[src/hw/rtl/bvl_pkg.sv]
// ----------------------------------------------------------------------------
// bvl_pkg
// Shared types, breakpoint tables and level quantizer for the battery
// voltage to level block.
// ----------------------------------------------------------------------------
package bvl_pkg;

    localparam int TABLE_SLOTS = 32;
    localparam int SLOT_W      = $clog2(TABLE_SLOTS);
    localparam int MV_W        = 13;
    localparam int PCT_W       = 7;
    localparam int DV_W        = 8;
    localparam int NUM_W       = 11;
    localparam int Q_W         = 4;
    localparam int PROD_W      = DV_W + PCT_W;

    typedef logic [MV_W-1:0]   mv_t;
    typedef logic [PCT_W-1:0]  pct_t;
    typedef logic [SLOT_W-1:0] slot_t;

    localparam pct_t PCT_EMPTY = 7'd0;
    localparam pct_t PCT_FULL  = 7'd100;

    typedef enum logic [1:0] {
        CLS_EMPTY,
        CLS_INTERP,
        CLS_FULL
    } cls_t;

    typedef struct packed {
        cls_t             cls;
        pct_t             base;
        logic [DV_W-1:0]  dv;
        logic [NUM_W-1:0] rem;
        logic [Q_W-1:0]   quo;
    } div_t;

    localparam mv_t VOLT_41 [TABLE_SLOTS] = '{
        0: 13'd3400, 1: 13'd3562, 2: 13'd3616, 3: 13'd3651, 4: 13'd3678,
        5: 13'd3711, 6: 13'd3756, 7: 13'd3818, 8: 13'd3887, 9: 13'd3973,
        10: 13'd4100, default: 13'd0
    };

    localparam mv_t VOLT_435 [TABLE_SLOTS] = '{
        0: 13'd3400, 1: 13'd3577, 2: 13'd3644, 3: 13'd3682, 4: 13'd3717,
        5: 13'd3765, 6: 13'd3832, 7: 13'd3921, 8: 13'd4027, 9: 13'd4137,
        10: 13'd4300, default: 13'd0
    };

    localparam pct_t PCT_TBL [TABLE_SLOTS] = '{
        0: 7'd0, 1: 7'd10, 2: 7'd20, 3: 7'd30, 4: 7'd40, 5: 7'd50,
        6: 7'd60, 7: 7'd70, 8: 7'd80, 9: 7'd90, 10: 7'd100, default: 7'd0
    };

    function automatic mv_t volt_at(input logic profile, input slot_t idx);
        return profile ? VOLT_435[idx] : VOLT_41[idx];
    endfunction

    function automatic pct_t pct_at(input slot_t idx);
        return PCT_TBL[idx];
    endfunction

    function automatic pct_t quantize(input pct_t raw);
        pct_t lvl;
        if (raw == 7'd0)       lvl = 7'd0;
        else if (raw <= 7'd10) lvl = 7'd5;
        else if (raw <= 7'd15) lvl = 7'd10;
        else if (raw <= 7'd20) lvl = 7'd15;
        else if (raw <= 7'd29) lvl = 7'd20;
        else if (raw <= 7'd38) lvl = 7'd30;
        else if (raw <= 7'd47) lvl = 7'd40;
        else if (raw <= 7'd56) lvl = 7'd50;
        else if (raw <= 7'd65) lvl = 7'd60;
        else if (raw <= 7'd74) lvl = 7'd70;
        else if (raw <= 7'd85) lvl = 7'd80;
        else if (raw <= 7'd96) lvl = 7'd90;
        else if (raw <= 7'd99) lvl = 7'd99;
        else                   lvl = 7'd100;
        return lvl;
    endfunction

endpackage

[src/hw/rtl/battery_voltage_to_level_top.sv]
// ----------------------------------------------------------------------------
// battery_voltage_to_level_top
// Battery voltage (mV) to state-of-charge percent and display level.
// ----------------------------------------------------------------------------
// Usage:
//   Input stream s_*: one beat carries one voltage sample in mV
//   (s_tdata[12:0]). Output stream m_*: one beat per sample carrying the
//   interpolated percent and the quantized display level.
//   cfg_wr_en/cfg_wr_data select the cell profile (0: 4.1 V, 1: 4.35 V);
//   write it only while no sample is in flight.
//   Throughput: one beat per cycle while m_tready is high, through a
//   7-stage pipeline: breakpoint search, segment setup, four one-bit
//   divide stages, level quantizer.
//   Reset clears all stage valid bits and selects the 4.1 V profile.
//   When m_tready is low, the output beat holds and upstream stages keep
//   filling empty slots; s_tready drops only once every stage is full.
// ----------------------------------------------------------------------------
module battery_voltage_to_level_top #(
    parameter int NUM_POINTS = 11
) (
    input  logic        aclk,
    input  logic        aresetn,
    input  logic        cfg_wr_en,
    input  logic        cfg_wr_data,
    input  logic        s_tvalid,
    output logic        s_tready,
    input  logic [15:0] s_tdata,   // [12:0] battery_millivolts, [15:13] zero
    output logic        m_tvalid,
    input  logic        m_tready,
    output logic [15:0] m_tdata    // [6:0] raw_percent, [13:7] display_level
);
    import bvl_pkg::*;

    localparam int IDX_W   = $clog2(NUM_POINTS + 1);
    localparam int DSTAGES = Q_W;

    logic             profile_reg;

    logic             s0_valid_reg;
    logic [IDX_W-1:0] s0_idx_reg;
    mv_t              s0_mv_reg;
    logic [IDX_W-1:0] s0_idx_next;

    logic             s1_valid_reg;
    div_t             s1_reg;
    div_t             s1_next;

    logic             dvalid_reg [DSTAGES];
    div_t             dstage_reg [DSTAGES];
    div_t             dstage_next [DSTAGES];
    logic             en_d [DSTAGES];

    logic             m_tvalid_reg;
    logic [15:0]      m_tdata_reg;
    logic [15:0]      m_tdata_next;

    logic             en_out;
    logic             en1;
    logic             en0;

    slot_t            lo_slot;
    slot_t            hi_slot;
    mv_t              v_lo;
    mv_t              v_hi;
    pct_t             p_lo;
    pct_t             dp;
    logic [DV_W-1:0]  dmv;
    logic [PROD_W-1:0] prod;
    pct_t             raw;

    always_ff @(posedge aclk) begin
        if (!aresetn) begin
            profile_reg <= 1'b0;
        end else if (cfg_wr_en) begin
            profile_reg <= cfg_wr_data;
        end
    end

    // stall chain: a stage advances when it is empty or its successor advances
    always_comb begin
        en_out = !m_tvalid_reg || m_tready;
        en_d[DSTAGES-1] = !dvalid_reg[DSTAGES-1] || en_out;
        for (int k = DSTAGES - 2; k >= 0; k--) begin
            en_d[k] = !dvalid_reg[k] || en_d[k+1];
        end
        en1 = !s1_valid_reg || en_d[0];
        en0 = !s0_valid_reg || en1;
    end

    assign s_tready = en0;

    // find the first breakpoint at or above the sample
    always_comb begin
        s0_idx_next = IDX_W'(NUM_POINTS);
        for (int k = NUM_POINTS - 1; k >= 0; k--) begin
            if (s_tdata[MV_W-1:0] <= volt_at(profile_reg, SLOT_W'(k))) begin
                s0_idx_next = IDX_W'(k);
            end
        end
    end

    always_ff @(posedge aclk) begin
        if (!aresetn) begin
            s0_valid_reg <= 1'b0;
        end else if (en0) begin
            s0_valid_reg <= s_tvalid;
        end
    end

    always_ff @(posedge aclk) begin
        if (en0) begin
            s0_idx_reg <= s0_idx_next;
            s0_mv_reg  <= s_tdata[MV_W-1:0];
        end
    end

    // segment setup
    always_comb begin
        hi_slot = SLOT_W'(s0_idx_reg);
        lo_slot = SLOT_W'(s0_idx_reg - IDX_W'(1));
        v_lo    = volt_at(profile_reg, lo_slot);
        v_hi    = volt_at(profile_reg, hi_slot);
        p_lo    = pct_at(lo_slot);
        dp      = pct_at(hi_slot) - p_lo;
        dmv     = DV_W'(s0_mv_reg - v_lo);
        prod    = {{PCT_W{1'b0}}, dmv} * {{DV_W{1'b0}}, dp};

        s1_next.base = p_lo;
        s1_next.dv   = DV_W'(v_hi - v_lo);
        s1_next.rem  = prod[NUM_W-1:0];
        s1_next.quo  = '0;
        if (s0_idx_reg == '0) begin
            s1_next.cls = CLS_EMPTY;
        end else if (s0_idx_reg >= IDX_W'(NUM_POINTS)) begin
            s1_next.cls = CLS_FULL;
        end else begin
            s1_next.cls = CLS_INTERP;
        end
    end

    always_ff @(posedge aclk) begin
        if (!aresetn) begin
            s1_valid_reg <= 1'b0;
        end else if (en1) begin
            s1_valid_reg <= s0_valid_reg;
        end
    end

    always_ff @(posedge aclk) begin
        if (en1) begin
            s1_reg <= s1_next;
        end
    end

    // restoring divide, one quotient bit per stage, MSB first
    for (genvar g = 0; g < DSTAGES; g++) begin : g_div
        localparam int BIT = DSTAGES - 1 - g;

        div_t              din;
        logic              din_valid;
        logic [NUM_W:0]    trial;
        logic [NUM_W:0]    rem_ext;

        if (g == 0) begin : g_first
            assign din       = s1_reg;
            assign din_valid = s1_valid_reg;
        end else begin : g_rest
            assign din       = dstage_reg[g-1];
            assign din_valid = dvalid_reg[g-1];
        end

        always_comb begin
            trial   = {{(NUM_W + 1 - DV_W){1'b0}}, din.dv} << BIT;
            rem_ext = {1'b0, din.rem};
            dstage_next[g] = din;
            if (rem_ext >= trial) begin
                dstage_next[g].rem      = NUM_W'(rem_ext - trial);
                dstage_next[g].quo[BIT] = 1'b1;
            end
        end

        always_ff @(posedge aclk) begin
            if (!aresetn) begin
                dvalid_reg[g] <= 1'b0;
            end else if (en_d[g]) begin
                dvalid_reg[g] <= din_valid;
            end
        end

        always_ff @(posedge aclk) begin
            if (en_d[g]) begin
                dstage_reg[g] <= dstage_next[g];
            end
        end
    end

    // final percent and display level
    always_comb begin
        case (dstage_reg[DSTAGES-1].cls)
            CLS_EMPTY:  raw = PCT_EMPTY;
            CLS_FULL:   raw = PCT_FULL;
            CLS_INTERP: raw = dstage_reg[DSTAGES-1].base
                              + PCT_W'(dstage_reg[DSTAGES-1].quo);
            default:    raw = PCT_EMPTY;
        endcase
        if (raw > PCT_FULL) begin
            raw = PCT_FULL;
        end
        m_tdata_next = {2'b00, quantize(raw), raw};
    end

    always_ff @(posedge aclk) begin
        if (!aresetn) begin
            m_tvalid_reg <= 1'b0;
        end else if (en_out) begin
            m_tvalid_reg <= dvalid_reg[DSTAGES-1];
        end
    end

    always_ff @(posedge aclk) begin
        if (en_out) begin
            m_tdata_reg <= m_tdata_next;
        end
    end

    assign m_tvalid = m_tvalid_reg;
    assign m_tdata  = m_tdata_reg;

endmodule

[config.mk]
export PLATFORM = sky130hd
export DESIGN_NAME = battery_voltage_to_level_top
export DESIGN_NICKNAME = d
export VERILOG_FILES = /design/src/hw/rtl/bvl_pkg.sv /design/src/hw/rtl/battery_voltage_to_level_top.sv
export SDC_FILE = /design/constraint.sdc
export NUM_CORES = 1
export LEC_CHECK = 0
export ABC_AREA = 1
export BUFFER_PORTS_ARGS = -buffer_cell sky130_fd_sc_hd__buf_2
export CORE_UTILIZATION = 63
export CTS_CLUSTER_SIZE = 40
export DETAILED_ROUTE_END_ITERATION = 6
export GPL_ROUTABILITY_DRIVEN = 0
export GPL_TIMING_DRIVEN = 0
export PLACE_DENSITY = 0.85
export REMOVE_ABC_BUFFERS = 1
export SETUP_SLACK_MARGIN = 0.4
export SLEW_MARGIN = 20
export SYNTH_ARGS = -nofsm -noshare
export SYNTH_HDL_FRONTEND = slang
export SYNTH_SLANG_ARGS = --single-unit
[constraint.sdc]
create_clock -name aclk -period 8.25 [get_ports aclk]
set_input_delay 0.825 -clock aclk [delete_from_list [all_inputs] [get_ports aclk]]
set_output_delay 0.825 -clock aclk [all_outputs]
set_load 0.03 [all_outputs]
## After elaboration in Yosys (flattened, before gate mapping)

Memories as Yosys holds them, arrays and structs flattened.
Cells that the tools add are included.

- Logic and storage cells: 176
- Flip-flop bits (word level): 58
- Bits in writable memories: 132
- Latch bits: 0
- Output and inout port bits: 18
- Memories: 8
- ROM bits: 2112

- Order comparisons: 31
- Multiply operators: 1
- Shift operators: 0
- Mux-type cells: 77
- Reduce and logical (&&, ||, !) cells: 23
- Bitwise gates (word level): 6
- Div/mod/pow operators: 0
- Add/sub/neg operators: 9
- Equality and inequality tests: 2

Memories:

| memory | depth | bits a word | rd ports | clocked after memory_dff | wr ports | line | source |
|---|---|---|---|---|---|---|---|
| (no name shown) | 32 | 13 | 1 | 0 | 0 | bvl_pkg.sv:56 | `return profile ? VOLT_435[idx] : VOLT_41[idx];` |
| (no name shown) | 32 | 13 | 1 | 0 | 0 | bvl_pkg.sv:56 |  |
| (no name shown) | 32 | 13 | 1 | 0 | 0 | bvl_pkg.sv:56 |  |
| (no name shown) | 32 | 13 | 1 | 0 | 0 | bvl_pkg.sv:56 |  |
| (no name shown) | 32 | 7 | 1 | 0 | 0 | bvl_pkg.sv:60 | `return PCT_TBL[idx];` |
| (no name shown) | 32 | 7 | 1 | 0 | 0 | bvl_pkg.sv:60 |  |
| 2 more memories | - | - | - | - | - | - |  |

Operator list:

| cell | count |
|---|---|
| 2-to-1 mux 8 bit | 14 |
| <= comparator 13 x 12 -> 1 bit | 8 |
| 2-to-1 mux 6 bit | 7 |
| 2-to-1 mux 7 bit | 6 |
| <= comparator 7 bit, second input constant | 5 |
| 2-to-1 mux 11 bit | 3 |
| <= comparator 13 bit | 2 |
| 2-to-1 mux 1 bit | 26 |
| <= comparator 7 x 6 -> 1 bit, second input constant | 3 |
| 2-to-1 mux 5 bit | 4 |
| 2-to-1 mux 3 bit | 6 |
| subtractor 8 bit | 2 |
| <= comparator 7 x 4 -> 1 bit, second input constant | 2 |
| <= comparator 7 x 5 -> 1 bit, second input constant | 2 |
| case mux 7 bit (2 select lines) | 1 |
| <= comparator 13 x 12 -> 1 bit, second input constant | 1 |
| 2-to-1 mux 13 bit | 1 |
| >= comparator 6 bit, second input constant | 2 |
| 2-to-1 mux 12 bit | 1 |
| >= comparator 11 x 10 -> 1 bit | 1 |
| >= comparator 11 bit | 1 |
| >= comparator 11 x 8 -> 1 bit | 1 |
| >= comparator 11 x 9 -> 1 bit | 1 |
| multiplier 8 x 7 -> 11 bit | 1 |
| other kinds (26) | 48 |

## Logic depth before layout (Yosys ltp)

Gate-level depths: netlist of the first run.
An unclocked memory read counts as a cell.

- Depth in word-level cells: 18
- Mapped depth: 38

## Worst setup path after synthesis of the first run

Ideal clock, no wire load.

- Path type: flip-flop to flip-flop
- Start: register s0_idx_reg[1]
- End: register s1_reg, in the netlist g_div[0].din[14], data pin
- Buffers on the path: 2
- Path slack: 1.559 ns
- Clock period less this slack: 6.691 ns
- Stages on the path, launching flop included: 37
- Setup time: 0.252 ns
- Arrival: 6.439 ns
- Path through: edfxtp_1 buf_4 inv_2 ha_1 inv_1 ha_1 inv_1 clkbuf_1 nand2_1 nand2_1 nand2_1 a21oi_1 inv_1 ha_1 nand2_1 o21ai_1 a21o_1 a21oi_1 xor2_2 inv_1 or2_2 fa_1 fa_1 inv_1 fa_1 ha_1 ha_1 a21oi_1 nand2_1 a21oi_1 inv_1 a21oi_1 nand4_1 nand2_1 inv_1 nand3_1 nand2_1

RTL lines:

| what | line | source |
|---|---|---|
| from (decl) | battery_voltage_to_level_top.sv:40 | `logic [IDX_W-1:0] s0_idx_reg;` |
| from (signal assigned) | battery_voltage_to_level_top.sv:112 | `s0_idx_reg <= s0_idx_next;` |
| subtractor 4 x 1 -> 5 bit | battery_voltage_to_level_top.sv:120 | `lo_slot = SLOT_W'(s0_idx_reg - IDX_W'(1));` |
| NOT 5 -> 6 bit (not written as such) | bvl_pkg.sv:60 |  |
| memory read (32 x 7 bit) | - |  |
| 2-to-1 mux 7 bit (not written as such) (2 in series) | bvl_pkg.sv:60 |  |
| named net p_lo[2] | battery_voltage_to_level_top.sv:65 | `pct_t p_lo;` |
| subtractor 7 bit | battery_voltage_to_level_top.sv:124 | `dp = pct_at(hi_slot) - p_lo;` |
| multiplier 8 x 7 -> 11 bit | battery_voltage_to_level_top.sv:126 | `prod = {{PCT_W{1'b0}}, dmv} * {{DV_W{1'b0}}, dp};` |
| named net prod[10] | battery_voltage_to_level_top.sv:68 | `logic [PROD_W-1:0] prod;` |
| to (signal assigned) | battery_voltage_to_level_top.sv:151 | `s1_reg <= s1_next;` |
| to (decl) | battery_voltage_to_level_top.sv:45 | `div_t s1_reg;` |

The timed path passes the listed nets, and every way through them passes these cells. The select of a mux whose other input is x is not followed.
A chain may end at the register's enable or synchronous reset.

## Final worst setup path of the first run

Same ends and word-level chain as after synthesis.

==> results by group, run 1 <==
Floorplanning
  – Io pins: 40
  – Die ar.: 17900 um2
  – Num rows: 47
  – Die Y-Extent: 134 um
  – Std-Cell Core Area: 16800 um2
  – DIE WIDTH: 134 um
  – Initial Util: 65.3%

Critical path
  – Setup crit end kind: flop
  – Slowest CP cell: fa_1
  – Critical path type: reg2reg
  – Data arrival, critical path: 7.55 ns
  – FF-to-FF Start: s0_idx_reg[1]
  – CP max stage delay: 0.56 ns
  – Critical path launch point: s0_idx_reg[1]
  – Max FO, Critical Path: 11
  – CP Capture Point: g_div[0].din[14]
  – Worst Setup Start Kind: flop
  – WP data required: 8.42 ns
  – R2R setup slack: 0.87 ns
  – R2R depth: 34
  – RR Endpoint: g_div[0].din[14]

STA
  – Clock Skews: 0.0103 ns
  – Worst Max-Slew Pin Slew: 1.04 ns
  – Period minus WS final: 7.38 ns
  – Slew margin rel.: 30.4%
  – Fmax: 135 MHz
  – Period utilization: 89.5%
  – Fin Setup TNS: 0 ns
  – RSZ-0062 raised after global routing: no
  – Number of setup violations in the final report: 0
  – Slew Limit Fails: 0
  – Hold Vio Cnt, Final: 0

Detailed routing
  – DR iter-0 viols: 762
  – Residual DRC count: 0
  – Drt pass-1 iters: 5
  – Via count: 8621
  – DR WL/cell: 15.8 um
  – Routed Antenna Nets: 0
  – Vias per inst: 5.88
  – Final wirelength: 23.2 mm

Place
  – Placed cells: 1430
  – Final HPWL DP: 16.9 mm
  – Dpl cell area: 11300 um2
  – Port Buffers: 34

Yosys
  – Syn avg cell area: 9.20 um2
  – Largest cells by area after synthesis: edfxtp_1 (41%), ha_1 (12%), inv_1 (6.6%)
  – Post-synth top cells: inv_1 (194), nand2_1 (192), edfxtp_1 (151)
  – Synth area leader: edfxtp_1
  – Most used flip-flop cell after synthesis: edfxtp_1
  – Synthesized flop and latch total: 156
  – Register area share after synthesis: 42.3%
  – Ys Warns: 0
  – Mapped cell area: 11000 um2
  – Post-synth cell types: 62
  – Asr flop ratio synth: 0%
  – Post-synth top area share: 41.4%
  – Top-count cell post-synth: inv_1
  – Syn Inst Count: 1190
  – EDFF count, synth: 151

Clock tree
  – Clk_lat worst skew: 0.43 ns
  – Inserted Clock Buffers: 17
  – H-tree Lvls: 4
  – CTS Buffer Depth: 2
  – CTS tree: done
  – CTS Hold Buffers Added: 0
  – Root buffer cell: clkbuf_16
  – Clock sinks: 156
  – Clk pin slew, worst setup/hold paths: 0.06 ns

Layout
  – Layout fillers: 1190
  – Layout cells sized above 1: 10.7%
  – Final instance area: 11900 um2
  – Nets@finish: 1390
  – Max FFs per register: 96
  – Layout Cells excl Fill: 1467
  – Area delta synth->final: 8.79%
  – Antenna Cells: 0

GRT
  – Global route overflow: 0
  – Gr usage total: 27.1%
  – Initial antenna violation count: 0
  – First-pass GRT wire length: 38.2 mm
  – Vias in the first global route: 8295
  – Largest net degree at the start of global routing: 32

Worst hold path
  – Class of the most critical hold timing path: reg2reg

Run
  – Max_cap viols: 0

Run status
  – Status: finished clean
[area by class of cell]
type / instances / area, um2 / area share, %
Sequential cell: 156 / 4640 / 38.9
Clock inverter: 15 / 140 / 1.18
Multi-Input combinational cell: 809 / 5430 / 45.6
Tap cell: 220 / 275 / 2.31
Clock buffer: 17 / 425 / 3.57
Inverter: 211 / 802 / 6.73
Timing Repair Buffer: 39 / 208 / 1.74
[logic make-up (layout without fill, tap and decap cells)]
group                    after synthesis  after routing  synth area share (%)
AND/OR/NAND/NOR                      422            422                  17.3
buffers and inverters                226            282                  8.22
AO/OA/AOI/OAI                        212            212                  11.7
flip-flops                           156            156                  42.3
adder cells (fa/ha/maj)              134            134                  17.2
XOR/XNOR                              39             39                  3.26
other                                  1              2                0.0342
[how the worst min path moves through the flow]
stage,startpoint,endpoint,slack (ns),cells after the start
after global placement,dstage_next[122],dstage_reg[0][26],0.40,0
final,dstage_reg[1][24],dstage_reg[2][24],0.41,0
after detailed placement,dstage_reg[1][24],dstage_reg[2][24],0.40,0
after floorplan,dstage_next[120],dstage_reg[0][24],0.40,0
after CTS,dstage_reg[1][24],dstage_reg[2][24],0.41,0
after global routing,dstage_reg[2][28],dstage_reg[3][28],0.42,0
[repair_timing]
action                                  in CTS  in global routing
endpoints found under the setup margin       0                  1
resized for setup                            0                  2
buffers inserted                             0                  5
[stage by stage]
stage / worst slack (ns) / hold WS [ns] / util (%)
after detailed placement: 0.677 / 0.405 / 67.4
after global routing: 0.417 / 0.419 / 71.1
final: 0.866 / 0.413 / 71.1
after CTS: 0.567 / 0.414 / 70.8
after global placement: 0.837 / 0.401 / 67.4
after floorplan: 1.66 / 0.400 / -
[cell usage in the layout, fill, tap and decap left out, types with 3 or more instances in the layout]
cell,synthesis,final
nor2_2,6,6
dfxtp_1,5,4
o21ai_0,52,52
o211ai_1,9,9
clkbuf_16,0,17
nor2_1,110,110
nand2_2,9,10
clkinv_1,1,3
o2111ai_1,4,4
a21oi_1,82,81
nand3_2,6,6
nor2_4,4,4
buf_2,3,34
o21a_1,8,8
o31ai_1,5,5
or2_2,3,3
o22ai_1,4,4
ha_1,107,107
xnor2_1,5,5
a21o_1,3,3
xor2_1,32,32
a21oi_2,3,4
buf_4,4,5
nand3_1,48,48
o21ai_1,8,8
fa_1,27,27
nand4_1,13,13
a31oi_1,7,7
clkinv_4,0,5
nand2_1,192,191
nor4_1,9,9
nand2_4,3,3
inv_6,1,4
edfxtp_1,151,151
inv_2,13,13
nor3_1,12,12
o21bai_1,4,4
inv_1,194,194
[critical path: cells and delay by family, from the launching register on]
| kind | cells | cell delay (ns) |
|---|---|---|
| xor gates and xnor gates | 1 | 0.26 |
| buffers and inverters | 8 | 0.88 |
| DFF | 1 | 0.51 |
| adders and majority gates | 8 | 3.03 |
| AOI/OAI and AO/OA | 7 | 1.27 |
| and+or+nand+nor | 10 | 1.18 |
[metal layers]
layer | up-vias | track usage (%) | wire, um
li1 | 4115 | - | -
met1 | 4045 | 31.2 | 9000
met2 | 383 | 49.2 | 12100
met3 | 78 | 3.97 | 1340
met4 | 0 | 13.1 | 726
met5 | - | 0 | 0
Power of run 1 is not shown: default switching activity piles up to over one toggle a cycle in this logic, so the estimate is an artifact.
==> inputs of run 2 (changes only) <==
CORE_UTILIZATION = 65   (was 63)
CTS_BUF_LIST = sky130_fd_sc_hd__clkbuf_8   (was unset)
PLACE_DENSITY = 0.87   (was 0.85)
==> results by group, run 2 (synthesis gave the netlist of run 1 again) <==
Clock tree
  – CTS Buffer Depth: 2 (unchanged)
  – Clock sinks: 156 (unchanged)
  – Clk pin slew, worst setup/hold paths: 0.09 ns (+0.03 ns)
  – CTS tree: done
  – Root buffer cell: clkbuf_8
  – H-tree Lvls: 4 (unchanged)
  – Inserted Clock Buffers: 17 (unchanged)
  – Clk_lat worst skew: 0.45 ns (+0.02 ns)

STA
  – Fin Setup TNS: 0 ns (unchanged)
  – Fmax: 137 MHz (+1.4%)
  – Worst Max-Slew Pin Slew: 1.03 ns (-0.0140 ns)
  – Hold Vio Cnt, Final: 0 (unchanged)
  – Setup slack after layout: 0.966 ns (+0.100 ns)
  – Period minus WS final: 7.28 ns (-0.100 ns)
  – Number of setup violations in the final report: 0 (unchanged)
  – Slew Limit Fails: 0 (unchanged)
  – Period utilization: 88.3% (-1.2 points)
  – Clock Skews: 0.0103 ns (-0.00000630 ns)
  – Slew margin rel.: 31.3% (+0.94 points)
  – RSZ-0062 raised after global routing: no

Detailed routing
  – DR iter-0 viols: 751 (-1.4%)
  – Vias per inst: 5.78 (-1.6%)
  – Routed Antenna Nets: 0 (unchanged)
  – Residual DRC count: 0 (unchanged)
  – Drt pass-1 iters: 6 (+1)
  – DR WL/cell: 15.0 um (-4.8%)
  – Final wirelength: 22.1 mm (-4.8%)
  – Via count: 8480 (-1.6%)

Floorplanning
  – Io pins: 40 (unchanged)
  – Initial Util: 66.3% (+0.93 points)
  – Die Y-Extent: 132 um (-1.5%)
  – Num rows: 47 (unchanged)
  – DIE WIDTH: 132 um (-1.5%)
  – Std-Cell Core Area: 16500 um2 (-1.4%)
  – Die ar.: 17400 um2 (-3.0%)

GRT
  – Gr usage total: 26.5% (-0.61 points)
  – Vias in the first global route: 8180 (-1.4%)
  – Initial antenna violation count: 0 (unchanged)
  – Largest net degree at the start of global routing: 32 (unchanged)
  – First-pass GRT wire length: 37.0 mm (-3.1%)
  – Global route overflow: 0 (unchanged)

Layout
  – Nets@finish: 1390 (unchanged)
  – Antenna Cells: 0 (unchanged)
  – Most frequent cells in the layout: inv_1 (196), nand2_1 (191), edfxtp_1 (151), nor2_1 (110), ha_1 (107)
  – Layout fillers: 1136 (-4.5%)
  – Area delta synth->final: 6.68%
  – Most common cell after layout, fill and taps aside: inv_1
  – Max FFs per register: 96 (unchanged)
  – Layout cells sized above 1: 10.6% (-0.16 points)

Critical path
  – FF-to-FF Start: s0_idx_reg[1]
  – RR Endpoint: g_div[0].din[14]
  – R2R setup slack: 0.97 ns (+0.10 ns)
  – Worst Setup Start Kind: flop
  – R2R depth: 34 (unchanged)
  – Setup crit end kind: flop
  – Slowest CP cell: fa_1
  – Max FO, Critical Path: 11 (unchanged)
  – CP max stage delay: 0.54 ns (-0.02 ns)
  – Critical path type: reg2reg
  – WP data required: 8.44 ns (+0.02 ns)
  – Data arrival, critical path: 7.47 ns (-0.08 ns)

Place
  – Port Buffers: 34 (unchanged)
  – Final HPWL DP: 16.7 mm (-0.77%)
  – Post-place setup slack: 0.669 ns (-0.00771 ns)

Worst hold path
  – Hold depth: 0 (unchanged)
  – Class of the most critical hold timing path: reg2reg
  – HP Start: dstage_reg[0][29]
  – WHS Endpoint: dstage_reg[1][29]

Run status
  – Status: finished clean

Run
  – Max_cap viols: 0 (unchanged)
run 2: cell types whose count changed in the layout (fill, tap and decap cells not counted), sizes merged:
cell and change:
clkinvlp +5, bufinv -1, clkinv -5, inv +1
run 2: area by class of cell:
| class | instances | area, um2 | area share (%) |
|---|---|---|---|
| Multi-Input combinational cell | 809 | 5430 | 46.4 |
| Sequential cell | 156 | 4640 | 39.7 |
| Inverter | 211 | 802 | 6.87 |
| Tap cell | 220 | 275 | 2.36 |
| Clock buffer | 17 | 234 | 2.00 |
| Timing Repair Buffer | 39 | 208 | 1.78 |
| Clock inverter | 15 | 101 | 0.868 |
run 2: what timing repair did:
action                     CTS  global route
buffers inserted             0             5
resized for setup            0             2
setup endpoints to repair    0             1
hold buffers                 0             0
run 2: worst max path at each step:
stage                  startpoint                to  slack, ns  depth (start not counted)
floorplan           s0_idx_reg[0]  g_div[0].din[14]       1.66                         34
global placement    s0_idx_reg[0]  g_div[0].din[14]       0.81                         34
detailed placement  s0_idx_reg[0]  g_div[0].din[14]       0.67                         34
CTS                 s0_idx_reg[0]  g_div[0].din[14]       0.63                         34
global route        s0_idx_reg[1]  g_div[0].din[14]       0.40                         34
finish              s0_idx_reg[1]  g_div[0].din[14]       0.97                         34
run 2: per-layer routing:
| layer | up-vias | wire length [um] | global-route usage (%) |
|---|---|---|---|
| met5 | - | 0 | 0 |
| met4 | 0 | 660 | 12.4 |
| met3 | 71 | 1400 | 3.84 |
| met2 | 411 | 11400 | 47.1 |
| met1 | 3892 | 8660 | 31.6 |
| li1 | 4106 | - | - |
run 2: through the flow:
step / cell area (um2) / hold slack [ns] / util (%) / std cells
finish: 11700 / 0.412 / 70.7 / 1467
global route: 11700 / 0.424 / 70.7 / 1467
CTS: 11600 / 0.412 / 70.4 / 1462
detailed placement: 11300 / 0.405 / 68.4 / 1430
global placement: 11300 / 0.401 / 68.4 / 1430
floorplan: 10900 / 0.400 / - / 1176
run 2: critical path: cells and delay by family, from the launching register on:
| kind | cells | cell delay [ns] |
|---|---|---|
| buffers and inverters | 8 | 0.85 |
| AO/OA/AOI/OAI | 7 | 1.20 |
| AND/OR/NAND/NOR | 10 | 1.14 |
| adder cells (fa/ha/maj) | 8 | 3.08 |
| flip-flops | 1 | 0.51 |
| XOR/XNOR | 1 | 0.25 |
Power of run 2 is left out for the same reason.
